File: config.mk
export PLATFORM = sky130hd
export DESIGN_NAME = max_window_ones_count
export DESIGN_NICKNAME = d
export VERILOG_FILES = /design/src/rtl/mwoc_pkg.sv /design/src/rtl/mwoc_ram.sv /design/src/rtl/max_window_ones_count.sv
export SDC_FILE = /design/constraint.sdc
export NUM_CORES = 1
export LEC_CHECK = 0
export ABC_AREA = 1
export BUFFER_PORTS_ARGS = -buffer_cell sky130_fd_sc_hd__buf_2
export CORE_UTILIZATION = 40
export DETAILED_ROUTE_END_ITERATION = 12
export PLACE_DENSITY = 0.58
export SLEW_MARGIN = 25
export SYNTH_ARGS = -nofsm -noshare
export SYNTH_HDL_FRONTEND = slang
export SYNTH_SLANG_ARGS = --single-unit
export TNS_END_PERCENT = 10
File: constraint.sdc
create_clock -name clk -period 8.59 [get_ports clk]
set_clock_uncertainty 0.2 [all_clocks]
set_input_delay 1.718 -clock clk [delete_from_list [all_inputs] [get_ports clk]]
set_output_delay 1.718 -clock clk [all_outputs]
set_load 0.1 [all_outputs]
File: src/rtl/mwoc_pkg.sv
// Shared constants and types for the max window ones counter.
// No dependencies.
package mwoc_pkg;

  localparam int MAX_COLS   = 32;
  localparam int WIN        = 4;

  localparam int COL_W      = $clog2(MAX_COLS);
  localparam int HIST_W     = WIN - 1;
  localparam int CSUM_W     = $clog2(WIN + 1);
  localparam int SUM_W      = $clog2(WIN * WIN + 1);
  localparam int ROW_W      = $clog2(WIN);
  localparam int CFG_W      = 6;
  localparam int OUT_W      = 5;
  localparam int CMP_W      = (COL_W + 1 > CFG_W) ? COL_W + 1 : CFG_W;

  localparam logic [CFG_W-1:0] COLS_RESET = CFG_W'(21);

  typedef logic [HIST_W-1:0] hist_t;
  typedef logic [CSUM_W-1:0] csum_t;
  typedef logic [SUM_W-1:0]  sum_t;

endpackage

File: src/rtl/mwoc_ram.sv
// Generic single-write, single-read RAM with registered read data.
// No dependencies.
module mwoc_ram #(
  parameter int WIDTH = 8,
  parameter int DEPTH = 32
) (
  input  logic                     clk,
  input  logic                     wr_en,
  input  logic [$clog2(DEPTH)-1:0] wr_addr,
  input  logic [WIDTH-1:0]         wr_data,
  input  logic [$clog2(DEPTH)-1:0] rd_addr,
  output logic [WIDTH-1:0]         rd_data
);

  logic [WIDTH-1:0] mem [DEPTH];

  always_ff @(posedge clk) begin
    if (wr_en) begin
      mem[wr_addr] <= wr_data;
    end
    rd_data <= mem[rd_addr];
  end

endmodule

File: src/rtl/max_window_ones_count.sv
// Top level of the max window ones counter: line store RAM, column sum window, running max.
// Depends on mwoc_pkg and mwoc_ram.
//
// Takes one grid cell per clock in raster order when in_stall is low and, on the cell marked
// end_of_grid, returns the largest count of ones over all full 4x4 windows (zero if none fit).
// The previous three rows of each column live in a 32-entry RAM read one column ahead of the
// incoming cell, with forwarding when the next cell falls in the same column; cells may
// therefore arrive back to back. The result is captured in an output register when the final
// cell is accepted; only a final cell is held off while an earlier result is still stalled.
// State returns to reset after each grid; cols keeps its value.
module max_window_ones_count (
  input  logic                        clk,
  input  logic                        rst_n,
  input  logic                        cfg_wr_en,
  input  logic [mwoc_pkg::CFG_W-1:0]  cfg_wr_data,
  input  logic                        in_valid,
  output logic                        in_stall,
  input  logic                        in_cell_bit,
  input  logic                        in_end_of_grid,
  output logic                        out_valid,
  input  logic                        out_stall,
  output logic [mwoc_pkg::OUT_W-1:0]  out_max_ones
);

  logic [mwoc_pkg::CFG_W-1:0]  cols_r;
  logic [mwoc_pkg::COL_W-1:0]  col_pos_r, col_pos_nxt;
  logic [mwoc_pkg::ROW_W-1:0]  row_pos_r, row_pos_nxt;
  mwoc_pkg::sum_t              best_r, best_nxt;
  mwoc_pkg::csum_t             win_r [mwoc_pkg::WIN];
  logic [mwoc_pkg::MAX_COLS-1:0] valid_r;
  logic                        fwd_r;
  mwoc_pkg::hist_t             fwd_data_r;
  logic                        out_valid_r;
  logic [mwoc_pkg::OUT_W-1:0]  out_max_ones_r;

  logic                        in_acc;
  logic [mwoc_pkg::CMP_W-1:0]  width;
  logic [mwoc_pkg::CMP_W-1:0]  col_inc;
  logic                        col_wrap;
  logic [mwoc_pkg::COL_W-1:0]  rd_addr;
  mwoc_pkg::hist_t             ram_rd_data;
  mwoc_pkg::hist_t             hist;
  mwoc_pkg::hist_t             hist_new;
  mwoc_pkg::csum_t             csum;
  mwoc_pkg::sum_t              win_sum;
  logic                        full_win;

  function automatic mwoc_pkg::csum_t popcount(input mwoc_pkg::hist_t v);
    mwoc_pkg::csum_t n;
    n = '0;
    for (int i = 0; i < mwoc_pkg::HIST_W; i++) begin
      n = n + mwoc_pkg::csum_t'(v[i]);
    end
    return n;
  endfunction

  assign in_stall = out_valid_r && out_stall && in_end_of_grid;
  assign in_acc   = in_valid && !in_stall;

  always_comb begin
    if (cols_r == '0) begin
      width = mwoc_pkg::CMP_W'(1);
    end else if (mwoc_pkg::CMP_W'(cols_r) > mwoc_pkg::CMP_W'(mwoc_pkg::MAX_COLS)) begin
      width = mwoc_pkg::CMP_W'(mwoc_pkg::MAX_COLS);
    end else begin
      width = mwoc_pkg::CMP_W'(cols_r);
    end
  end

  assign col_inc  = mwoc_pkg::CMP_W'(col_pos_r) + mwoc_pkg::CMP_W'(1);
  assign col_wrap = col_inc >= width;

  always_comb begin
    if (!valid_r[col_pos_r]) begin
      hist = '0;
    end else if (fwd_r) begin
      hist = fwd_data_r;
    end else begin
      hist = ram_rd_data;
    end
  end

  assign hist_new = {hist[mwoc_pkg::HIST_W-2:0], in_cell_bit};
  assign csum     = popcount(hist) + mwoc_pkg::csum_t'(in_cell_bit);
  assign full_win = (row_pos_r == mwoc_pkg::ROW_W'(mwoc_pkg::WIN - 1)) &&
                    (mwoc_pkg::CMP_W'(col_pos_r) >= mwoc_pkg::CMP_W'(mwoc_pkg::WIN - 1));

  always_comb begin
    win_sum = mwoc_pkg::sum_t'(csum);
    for (int i = 1; i < mwoc_pkg::WIN; i++) begin
      win_sum = win_sum + mwoc_pkg::sum_t'(win_r[i]);
    end
  end

  always_comb begin
    col_pos_nxt = col_pos_r;
    row_pos_nxt = row_pos_r;
    best_nxt    = best_r;
    if (in_acc) begin
      if (full_win && win_sum > best_r) begin
        best_nxt = win_sum;
      end
      if (col_wrap) begin
        col_pos_nxt = '0;
        if (row_pos_r != mwoc_pkg::ROW_W'(mwoc_pkg::WIN - 1)) begin
          row_pos_nxt = row_pos_r + mwoc_pkg::ROW_W'(1);
        end
      end else begin
        col_pos_nxt = col_inc[mwoc_pkg::COL_W-1:0];
      end
      if (in_end_of_grid) begin
        col_pos_nxt = '0;
        row_pos_nxt = '0;
        best_nxt    = '0;
      end
    end
  end

  // Line store is read one cell ahead; same-column reuse is forwarded.
  assign rd_addr = col_pos_nxt;

  mwoc_ram #(
    .WIDTH (mwoc_pkg::HIST_W),
    .DEPTH (mwoc_pkg::MAX_COLS)
  ) u_line_ram (
    .clk     (clk),
    .wr_en   (in_acc),
    .wr_addr (col_pos_r),
    .wr_data (hist_new),
    .rd_addr (rd_addr),
    .rd_data (ram_rd_data)
  );

  always_ff @(posedge clk) begin
    if (!rst_n) begin
      cols_r      <= mwoc_pkg::COLS_RESET;
      col_pos_r   <= '0;
      row_pos_r   <= '0;
      best_r      <= '0;
      valid_r     <= '0;
      fwd_r       <= 1'b0;
      out_valid_r <= 1'b0;
      for (int i = 0; i < mwoc_pkg::WIN; i++) begin
        win_r[i] <= '0;
      end
    end else begin
      if (cfg_wr_en) begin
        cols_r <= cfg_wr_data;
      end
      col_pos_r <= col_pos_nxt;
      row_pos_r <= row_pos_nxt;
      best_r    <= best_nxt;
      fwd_r     <= in_acc && (rd_addr == col_pos_r);
      if (in_acc) begin
        if (in_end_of_grid) begin
          valid_r <= '0;
          for (int i = 0; i < mwoc_pkg::WIN; i++) begin
            win_r[i] <= '0;
          end
        end else begin
          valid_r[col_pos_r] <= 1'b1;
          for (int i = 0; i < mwoc_pkg::WIN - 1; i++) begin
            win_r[i] <= win_r[i+1];
          end
          win_r[mwoc_pkg::WIN-1] <= csum;
        end
      end
      if (in_acc && in_end_of_grid) begin
        out_valid_r <= 1'b1;
      end else if (!out_stall) begin
        out_valid_r <= 1'b0;
      end
    end
  end

  always_ff @(posedge clk) begin
    fwd_data_r <= hist_new;
    if (in_acc && in_end_of_grid) begin
      out_max_ones_r <= mwoc_pkg::OUT_W'(best_nxt == '0 && full_win && win_sum > best_r ?
                                         win_sum : (full_win && win_sum > best_r ?
                                         win_sum : best_r));
    end
  end

  assign out_valid    = out_valid_r;
  assign out_max_ones = out_max_ones_r;

  a_best_bound: assert property (@(posedge clk) disable iff (!rst_n)
    best_r <= mwoc_pkg::sum_t'(mwoc_pkg::WIN * mwoc_pkg::WIN))
    else $error("running max above window size");

  a_grid_clear: assert property (@(posedge clk) disable iff (!rst_n)
    in_acc && in_end_of_grid |=> col_pos_r == '0 && row_pos_r == '0 && best_r == '0 &&
                                 valid_r == '0)
    else $error("grid state not cleared after final cell");

  a_fwd_source: assert property (@(posedge clk) disable iff (!rst_n)
    fwd_r |-> $past(in_acc))
    else $error("forwarding without a write");

  a_out_source: assert property (@(posedge clk) disable iff (!rst_n)
    $rose(out_valid_r) |-> $past(in_acc && in_end_of_grid))
    else $error("result without a final cell");

  a_row_step: assert property (@(posedge clk) disable iff (!rst_n)
    in_acc && !in_end_of_grid && col_wrap &&
    row_pos_r != mwoc_pkg::ROW_W'(mwoc_pkg::WIN - 1)
    |=> row_pos_r == $past(row_pos_r) + mwoc_pkg::ROW_W'(1))
    else $error("row counter missed a row end");

endmodule

# Word-level counts from Yosys, hierarchy flattened
# Memories as Yosys holds them, arrays and structs flattened. A register that Yosys moved wholly into a read port is not among the register bits.
# Index checks and enable logic that the tools add are counted.
# op_classes
add_sub_neg,8
order_cmp,6
n_eq_ne,4
mux,40
n_bitwise,9
n_reduce_logical,16
# op_table
cell,count
two-way mux 5 bit,7
two-way mux 32 bit,1
OR 32 bit,1
two-way mux 3 bit,10
two-way mux 1 bit,15
two-way mux 6 bit,2
logical AND 1 bit,10
OR 1 bit,8
"adder 5 x 1 -> 6 bit, second input constant",1
greater-or-equal comparator 6 bit,1
"> comparator 6 bit, second input constant",1
logical NOT 6 bit,1
"< comparator 5 x 6 -> 1 bit, second input constant",1
two-way mux 2 bit,3
adder 4 x 3 -> 5 bit,1
adder 5 x 3 -> 5 bit,1
binary-select mux 1 bit (select 5 bit),1
demux 1 bit (select 5 bit),1
== test 5 bit,1
"greater-or-equal comparator 5 x 1 -> 1 bit, second input constant",1
"greater-or-equal comparator 5 x 2 -> 1 bit, second input constant",1
> comparator 5 bit,1
logical NOT 5 bit,1
adder 3 x 3 -> 4 bit,1
other kinds (10),11
# word_totals
reg_bits,60
mem_bits_rw,108
output_inout_bits,7
mem_count,2
# mem_list
memory,words,word_bits,rd,rd_clocked_by_memory_dff,wr,line_no,text
u_line_ram.mem,32,3,1,1,1,mwoc_ram.sv:15,logic [WIDTH-1:0] mem [DEPTH];
win_r,4,3,3,0,4,max_window_ones_count.sv:29,mwoc_pkg::csum_t win_r [mwoc_pkg::WIN];

# Longest topological paths before layout
# Gate-level depths: netlist (run 1).
# logic_depth
ltp_word,18
mapped_depth,32

# By module
# A second synthesis (run 1) with hierarchy kept.
# hier_totals
cells_unflattened,898
hier_area_um2,7981.4
# modules_own_cells
mod,instances,cells_per_inst,area_each_um2,seq_area_each_um2
mwoc_ram,1,377,4127.7,2942.8
max_window_ones_count,1,521,3853.7,1491.4

# Worst setup path before layout (run 1)
# OpenSTA, ideal clock, no wires.
# synth_timing
path_type,register to register
startpoint,register col_pos_r[0] in the netlist's numbering
endpoint,register best_r[1]
setup_time_ns,0.071
t_arrival_ns,6.932
required_ns,8.319
slack_ns,1.388
stages_incl_launch_ff,29
path_buffers,2
synth_period_minus_slack_ns,7.202
path_cell_list,dfxtp_1 buf_2 inv_2 clkbuf_1 a21oi_1 o21ai_0 a21oi_1 nor3_1 nand2_1 inv_2 nor3_1 fa_1 ha_1 ha_1 fa_1 fa_1 ha_1 inv_1 fa_1 xor2_1 inv_1 ha_1 nand2_1 o21ai_0 o211ai_1 nor2_1 a21oi_1 nand2_1 a21oi_1
# synth_via
elab_chain_cells,14
word_cells_on_any_way,16
# synth_rtl
element,line_no,text
"start, declared",max_window_ones_count.sv:26,"logic [mwoc_pkg::COL_W-1:0] col_pos_r, col_pos_nxt;"
"start signal, assigned",max_window_ones_count.sv:150,col_pos_r <= col_pos_nxt;
binary-select mux 1 bit (select 5 bit) (*),max_window_ones_count.sv:74,if (!valid_r[col_pos_r]) begin
two-way mux 1 bit (implied by the code) (*),max_window_ones_count.sv:74,
two-way mux 3 bit (*),max_window_ones_count.sv:74,
net hist[0],max_window_ones_count.sv:42,mwoc_pkg::hist_t hist;
adder 1 x 1 -> 2 bit (*),max_window_ones_count.sv:52,n = n + mwoc_pkg::csum_t'(v[i]);
adder 2 x 1 -> 3 bit (*),max_window_ones_count.sv:52,
adder 3 x 1 -> 3 bit (*),max_window_ones_count.sv:84,assign csum = popcount(hist) + mwoc_pkg::csum_t'(in_cell_bit);
net csum[1],max_window_ones_count.sv:44,mwoc_pkg::csum_t csum;
adder 3 x 3 -> 4 bit (*),max_window_ones_count.sv:91,win_sum = win_sum + mwoc_pkg::sum_t'(win_r[i]);
adder 4 x 3 -> 5 bit (*),max_window_ones_count.sv:91,
adder 5 x 3 -> 5 bit (*),max_window_ones_count.sv:91,
> comparator 5 bit,max_window_ones_count.sv:100,if (full_win && win_sum > best_r) begin
logical AND 1 bit,max_window_ones_count.sv:100,
two-way mux 5 bit (*),max_window_ones_count.sv:100,
two-way mux 5 bit (*),max_window_ones_count.sv:111,if (in_end_of_grid) begin
two-way mux 5 bit (*),max_window_ones_count.sv:99,if (in_acc) begin
"end signal, assigned",max_window_ones_count.sv:152,best_r <= best_nxt;
"end, declared",max_window_ones_count.sv:28,"mwoc_pkg::sum_t best_r, best_nxt;"
# Mark *: on every way through the listed nets, which the timed path passes. The rest lies on a longest branch. The select of a mux whose other input is x is not followed.
# A chain may end at the register's enable or synchronous reset.

# Worst setup path after layout (run 1)
# layout_timing
startpoint,register col_pos_r[1] in the netlist's numbering
endpoint,register best_r[1]
# Same word-level chain as after synthesis.

==> flow_summary_export.csv, run 1 <==
group,metric,value,unit
global_routing,grt_use_met2,30.0,%
setup_path,endpoint,"best_r[1]$_SDFF_PN0_",
global_routing,grt.total_usage,19.4,%
global_routing,grt_pass1_vias,5697,
power_and_ir_drop,switchingPower,0.469,mW
cells_and_area,fillers,1977,
routing,drc,0,
synthesis,avgSynthCellArea,8.81,um2
synthesis,yosysTopAreaCellShare,38.7,%
setup_path,criticalPathCategory,"flop to flop",
timing,hold_viol_final,0,
synthesis,synthAdderAreaFrac,5.00,%
synthesis,synthArstFlopShare,0,%
global_routing,grt_antenna_before_repair,0,
place,portBuffers,19,
outcome,outcome,"finished, final reports clean",
setup_path,crit_path_start_kind,"flop",
cts,clockBufferDepth,2,
floorplanning,fp.dieH,146,um
global_routing,grt_pass1_wl,31700,um
cells_and_area,layout-drive-gt1-share,7.65,%
place,place_area,0.00856,mm2
synthesis,synthMuxAreaShare,0,%
routing,viasPerCell,5.06,
setup_path,r2r_start,"col_pos_r[1]$_SDFF_PN0_",
timing,tightestPinTransition,0.989,ns
floorplanning,rows,52,
cts,cts_tree,"built",
synthesis,yosysSeqAreaShare,53.4,%
cts,cts_root_buf,"clkbuf_16",
cts,clock_latency,0.44,ns
job,drv_cap,0,
floorplanning,die_w,146,um
power_and_ir_drop,switching_share,25.2,%
power_and_ir_drop,ir_drop,0.000168,V
floorplanning,core,0.0203,mm2
synthesis,synth_compound_area_share,9.31,%
timing,drv_slew,0,
power_and_ir_drop,p_int,1.39,mW
global_routing,grt_overflow,0,
cells_and_area,final_area,0.00916,mm2
routing,wl_per_cell,16.3,um
routing,first_pass_iters,5,
synthesis,syn-cell-area,0.00831,mm2
synthesis,ys_warn_count,0,
setup_path,crit_arrival,6.79,ns
floorplanning,start_util,40.9,%
cells_and_area,utilization,45.1,%
synthesis,synth_cell_types,37,
cells_and_area,syn2layout_area_growth,10.2,%
synthesis,synth-simple-area-share,22.1,%
routing,vias,6195,
cts,clkTransAtPathRegs,0.06,ns
cts,ctsHoldBuffers,0,
routing,ant_nets,0,
synthesis,syn_inst,943,
power_and_ir_drop,clkPwrFrac,42.2,%
cts,cts.sinks,168,
synthesis,ys.flop_type,"edfxtp_1",
setup_path,crit_start,"col_pos_r[1]$_SDFF_PN0_",
timing,period_share,77.2,%
place,post-place-ws,2.04,ns
global_routing,grt_max_degree,70,
cells_and_area,multiInputGateArea,0.00305,mm2
cells_and_area,final_cell_mix,"nand2_1 (161), inv_1 (147), nand3_1 (119), edfxtp_1 (107)",
synthesis,synth_edf_count,107,
power_and_ir_drop,seqPwrFrac,47.5,%
power_and_ir_drop,leakage,3.70,nW
cells_and_area,nNetsFinal,983,
place,routabilityCongestion,0.829,
cells_and_area,n_antenna_cell,0,
timing,final.setup.tns,0,ns
timing,finalWorstSetupSlack,1.96,ns
synthesis,synthXorXnorAreaFrac,0.211,%
cts,ctsResizeCount,0,
power_and_ir_drop,p_comb_share,10.2,%
hold_path,min_path_type,"flop to flop",
setup_path,regToRegSetupSlack,1.96,ns
cts,htreeDepth,4,
power_and_ir_drop,pwr_density_cell,203,mW/mm2
cts,cts_setup_buffers,0,
cells_and_area,seqCellArea,0.00443,mm2
setup_path,r2r_cells,27,
setup_path,endpoint_kind,"flop",
global_routing,met1_usage,27.4,%
routing,drt-initial-drc-count,566,
timing,relSlewSlack,33.8,%
synthesis,synth_top_family_by_area,"simple AND/OR/NAND/NOR gates",
setup_path,rr_endpoint,"best_r[1]$_SDFF_PN0_",
global_routing,use_met3,3.66,%
floorplanning,die_area,0.0213,mm2
place,dp_cells,1192,
synthesis,synth_fp_nets,985,
cts,cts_made_buffers,17,
setup_path,path_max_fanout,16,
timing,max_freq,151,MHz
floorplanning,pin_count,20,
synthesis,synth_area_leader_cell,"edfxtp_1",
timing,grt_setup_unrepaired,"no",
synthesis,synthTopCellsByArea,"edfxtp_1 (39%), dfxtp_1 (15%), nand2_1 (7.3%), nand3_1 (7.2%), inv_1 (6.6%)",
place,hpwl,13300,um
timing,setup_viol,0,
timing,finalCriticalPeriod,6.63,ns
global_routing,busiest_layer,"met2",
setup_path,worst_ep_required_time,8.75,ns
synthesis,yosys_register_bits,168,
routing,drt-total-wl,20000,um
cells_and_area,stdcell_count,1224,
cells_and_area,final_common_cell,"nand2_1",
final cells by class:
class                      instances  area share (%)
sequential                       168            48.4
tap                              270            3.69
inverter                         154            6.34
timing repair buffer              27            1.69
clock buffer                      18            4.69
multi-input combinational        573            33.3
clock inverter                    14            1.87
sequential cells by signal (all words and copies together) (netlist names):
| name | cells |
|---|---|
| col_pos_r | 5 |
| best_r | 5 |
| u_line_ram.mem | 96 |
| out_max_ones | 5 |
| row_pos_r | 2 |
| cols_r | 6 |
| valid_r | 32 |
| fwd_data_r | 3 |
| win_r | 9 |
| out_valid | 1 |
| u_line_ram.rd_data | 3 |
| fwd_r | 1 |
cells in the mapped netlist, drive strengths merged (2+ instances only):
master	number
a211oi	23
a21oi	71
a31oi	2
buf	29
clkbuf	19
dfxtp	61
edfxtp	107
fa	7
ha	22
inv	153
nand2	166
nand3	120
nand3b	27
nor2	70
nor3	18
nor4	4
o21ai	35
xor2	2
power by group through the flow:
stage / combinational, mW / sequential [mW] / clock (mW)
finish: 0.190 / 0.884 / 0.786
global route: 0.212 / 0.885 / 0.832
CTS: 0.192 / 0.883 / 0.795
detailed placement: 0.191 / 0.901 / 0
global placement: 0.189 / 0.901 / 0
floorplan: 0.133 / 0.904 / 0
stage by stage:
step                power, mW  hold WS (ns)
floorplan                1.04         0.227
global placement         1.09         0.248
detailed placement       1.09         0.255
CTS                      1.87         0.264
global route             1.93         0.278
finish                   1.86         0.268
critical path, stage by stage, from the launching register on:
cell      delay [ns]
dfxtp_1         0.71
clkinv_1        0.44
a21oi_1         0.20
o21ai_0         0.10
nand2_1         0.07
nand2_1         0.05
nand2_1         0.08
a211oi_1        0.04
nand2_1         0.13
inv_2           0.06
nor3_2          0.17
fa_1            0.46
ha_1            0.19
ha_1            0.30
fa_1            0.47
fa_1            0.53
ha_1            0.17
inv_1           0.06
fa_1            0.52
inv_1           0.05
ha_1            0.29
a21oi_1         0.15
o21ai_0         0.09
o211ai_1        0.56
nor2_1          0.09
a21oi_1         0.18
nand2_1         0.07
a21oi_1         0.12
per-layer routing:
metal,part of all wire (%),wire (um)
met1,48,9590
met2,45,9080
met3,4.7,930
met4,1.8,367
met5,0,0
cells by family after synthesis:
family,Yosys count
AND/OR/NAND/NOR,405
adder cells (fa/ha/maj),29
buffers and inverters,202
flip-flops,168
AO/OA/AOI/OAI,137
XOR/XNOR,2
how the worst min path moves through the flow:
stage                                       start                      end  slack [ns]  depth (start not counted)
after global placement    valid_r[7]$_SDFFE_PN0P_  valid_r[7]$_SDFFE_PN0P_        0.25                          2
after CTS                 valid_r[7]$_SDFFE_PN0P_  valid_r[7]$_SDFFE_PN0P_        0.26                          2
after detailed placement  valid_r[7]$_SDFFE_PN0P_  valid_r[7]$_SDFFE_PN0P_        0.25                          2
final                     valid_r[7]$_SDFFE_PN0P_  valid_r[7]$_SDFFE_PN0P_        0.27                          2
after floorplan           valid_r[7]$_SDFFE_PN0P_  valid_r[7]$_SDFFE_PN0P_        0.23                          2
after global routing      valid_r[7]$_SDFFE_PN0P_  valid_r[7]$_SDFFE_PN0P_        0.28                          2
No activity file was read; power rests on OpenSTA's default activity.
==> run 2, diff against run 1 <==
--- a/config.mk
+++ b/config.mk
@@ -9,7 +9,7 @@
 export BUFFER_PORTS_ARGS = -buffer_cell sky130_fd_sc_hd__buf_2
 export CORE_UTILIZATION = 40
 export DETAILED_ROUTE_END_ITERATION = 12
-export PLACE_DENSITY = 0.58
+export PLACE_DENSITY = 0.6
 export SLEW_MARGIN = 25
 export SYNTH_ARGS = -nofsm -noshare
 export SYNTH_HDL_FRONTEND = slang
==> constraint.sdc (replaced) <==
create_clock -name clk -period 5.6 [get_ports clk]
set_clock_uncertainty 0.2 [all_clocks]
set_input_delay 1.12 -clock clk [delete_from_list [all_inputs] [get_ports clk]]
set_output_delay 1.12 -clock clk [all_outputs]
set_load 0.1 [all_outputs]
==> flow_summary_export.csv, run 2 (synthesized netlist as in run 1, its figures left out) <==
group,metric,value,unit
cells_and_area,utilization,47.0,%
timing,drv_slew,0,
routing,wl_per_cell,16.2,um
cts,ctsHoldBuffers,0,
floorplanning,core,0.0203,mm2
global_routing,grt_pass1_vias,5959,
routing,drt-total-wl,20400,um
cts,clock_latency,0.43,ns
power_and_ir_drop,pwr_density_cell,307,mW/mm2
cts,clockBufferDepth,2,
timing,finalCriticalPeriod,5.63,ns
timing,period_share,101,%
outcome,outcome,"finished, violations left",
global_routing,grt_antenna_before_repair,0,
global_routing,grt_pass1_wl,32500,um
cells_and_area,top_register,"u_line_ram.mem",
global_routing,grt_overflow,0,
floorplanning,pin_count,20,
setup_path,cp_slowest_cell,"fa_2",
timing,relSlewSlack,34.4,%
cts,cts_made_buffers,17,
routing,viasPerCell,5.05,
floorplanning,die_w,146,um
cells_and_area,nNetsFinal,1016,
setup_path,cp_top_family,"adder cells",
setup_path,path_max_fanout,16,
setup_path,max_stage_delay,0.58,ns
floorplanning,start_util,40.9,%
routing,first_pass_iters,5,
routing,vias,6354,
cells_and_area,reg.largest.list,"u_line_ram.mem (96), valid_r (32), win_r (9)",
timing,tightestPinTransition,0.981,ns
place,post-place-ws,-0.123,ns
power_and_ir_drop,finalPower,2.93,mW
timing,finalWorstSetupSlack,-0.0286,ns
routing,ant_nets,0,
cts,cts_tree,"built",
cts,cts.sinks,168,
hold_path,min_path_type,"flop to flop",
routing,drt-initial-drc-count,473,
cells_and_area,n_antenna_cell,0,
global_routing,grt.total_usage,19.7,%
job,drv_cap,0,
floorplanning,rows,52,
cts,htreeDepth,4,
setup_path,endpoint_kind,"flop",
cells_and_area,syn2layout_area_growth,14.9,%
setup_path,critical_path_buf_inv_count,10,
timing,hold_viol_final,0,
timing,setup_viol,2,
cells_and_area,final_common_cell,"nand2_1",
cells_and_area,largest_reg_flops,96,
floorplanning,die_area,0.0213,mm2
outcome,violations,"negative setup slack",
timing,max_freq,178,MHz
setup_path,criticalPathCategory,"flop to flop",
cts,cts_root_buf,"clkbuf_16",
power_and_ir_drop,leakage,3.88,nW
setup_path,worst_ep_required_time,5.76,ns
setup_path,crit_path_start_kind,"flop",
timing,grt_setup_unrepaired,"yes",
power_and_ir_drop,ir_drop,0.000219,V
place,hpwl,13600,um
setup_path,crit_arrival,5.79,ns
cells_and_area,layout-drive-gt1-share,13.2,%
cts,clkTransAtPathRegs,0.07,ns
floorplanning,fp.dieH,146,um
place,portBuffers,19,
place,routabilityCongestion,0.856,
routing,drc,0,
timing,final.setup.tns,-0.0562,ns
cells_and_area,final_cell_mix,"nand2_1 (161), inv_1 (147), nand3_1 (119), edfxtp_1 (107)",
global_routing,grt_max_degree,51,
==> run 2: changes by cell type in the layout (fill, tap and decap cells not counted), moves of 4 or more <==
| cell | before | now |
|---|---|---|
| buf_4 | 8 | 39 |
| o21ai_0 | 34 | 26 |
| o21ai_1 | 0 | 5 |
| ha_1 | 22 | 18 |
==> run 2: stage by stage <==
step           cell area (um2)  std cells  hold slack, ns
2_1_floorplan             8360        943           0.227
3_3_place_gp              8810       1222           0.250
3_5_place_dp              8810       1222           0.256
4_1_cts                   9440       1254           0.266
5_1_grt                   9550       1257           0.294
6_report                  9550       1257           0.270
==> run 2: layout make-up <==
class	count	area [um2]
inverters	154	586
repair buffers	60	414
flip-flops and latches	168	4440
well taps	270	338
clock buffers	18	429
fillers	1958	10800
clock inverters	14	196
multi-input cells	573	3140
==> run 2: worst paths after layout <==
path                                               from                      end  slack [ns]  cells after the start
worst max-delay path            col_pos_r[0]$_SDFF_PN0_     best_r[4]$_SDFF_PN0_       -0.03                     29
worst max register to register  col_pos_r[0]$_SDFF_PN0_     best_r[4]$_SDFF_PN0_       -0.03                     29
worst min-delay path            valid_r[7]$_SDFFE_PN0P_  valid_r[7]$_SDFFE_PN0P_        0.27                      2
worst min register to register  valid_r[7]$_SDFFE_PN0P_  valid_r[7]$_SDFFE_PN0P_        0.27                      2
==> run 2: worst reg2reg max path: cells and delay by family, from the launching register on <==
kind,cells,cell delay (ns)
AO/OA/AOI/OAI,5,0.66
adder cells (fa/ha/maj),7,2.73
buffers and inverters,10,0.95
flip-flops,1,0.38
AND/OR/NAND/NOR,7,0.60
==> run 2: where the power goes <==
group	switching (mW)	internal (mW)
registers	0.0117	1.34
logic	0.217	0.104
clock network	0.504	0.752
total	0.732	2.20
==> run 2: layer usage <==
metal  up-vias  track usage [%]  wire length [um]
met5         -                0                 0
met4         0             6.04               310
met3        31             3.62              1030
met2       176             30.7              9220
met1      2955             28.0              9790
li1       3192                -                 -
==> run 2: repair_timing <==
action,in CTS,in global routing
resized for setup,5,25
pin swaps,0,4
setup buffers,0,3
setup endpoints to repair,10,10
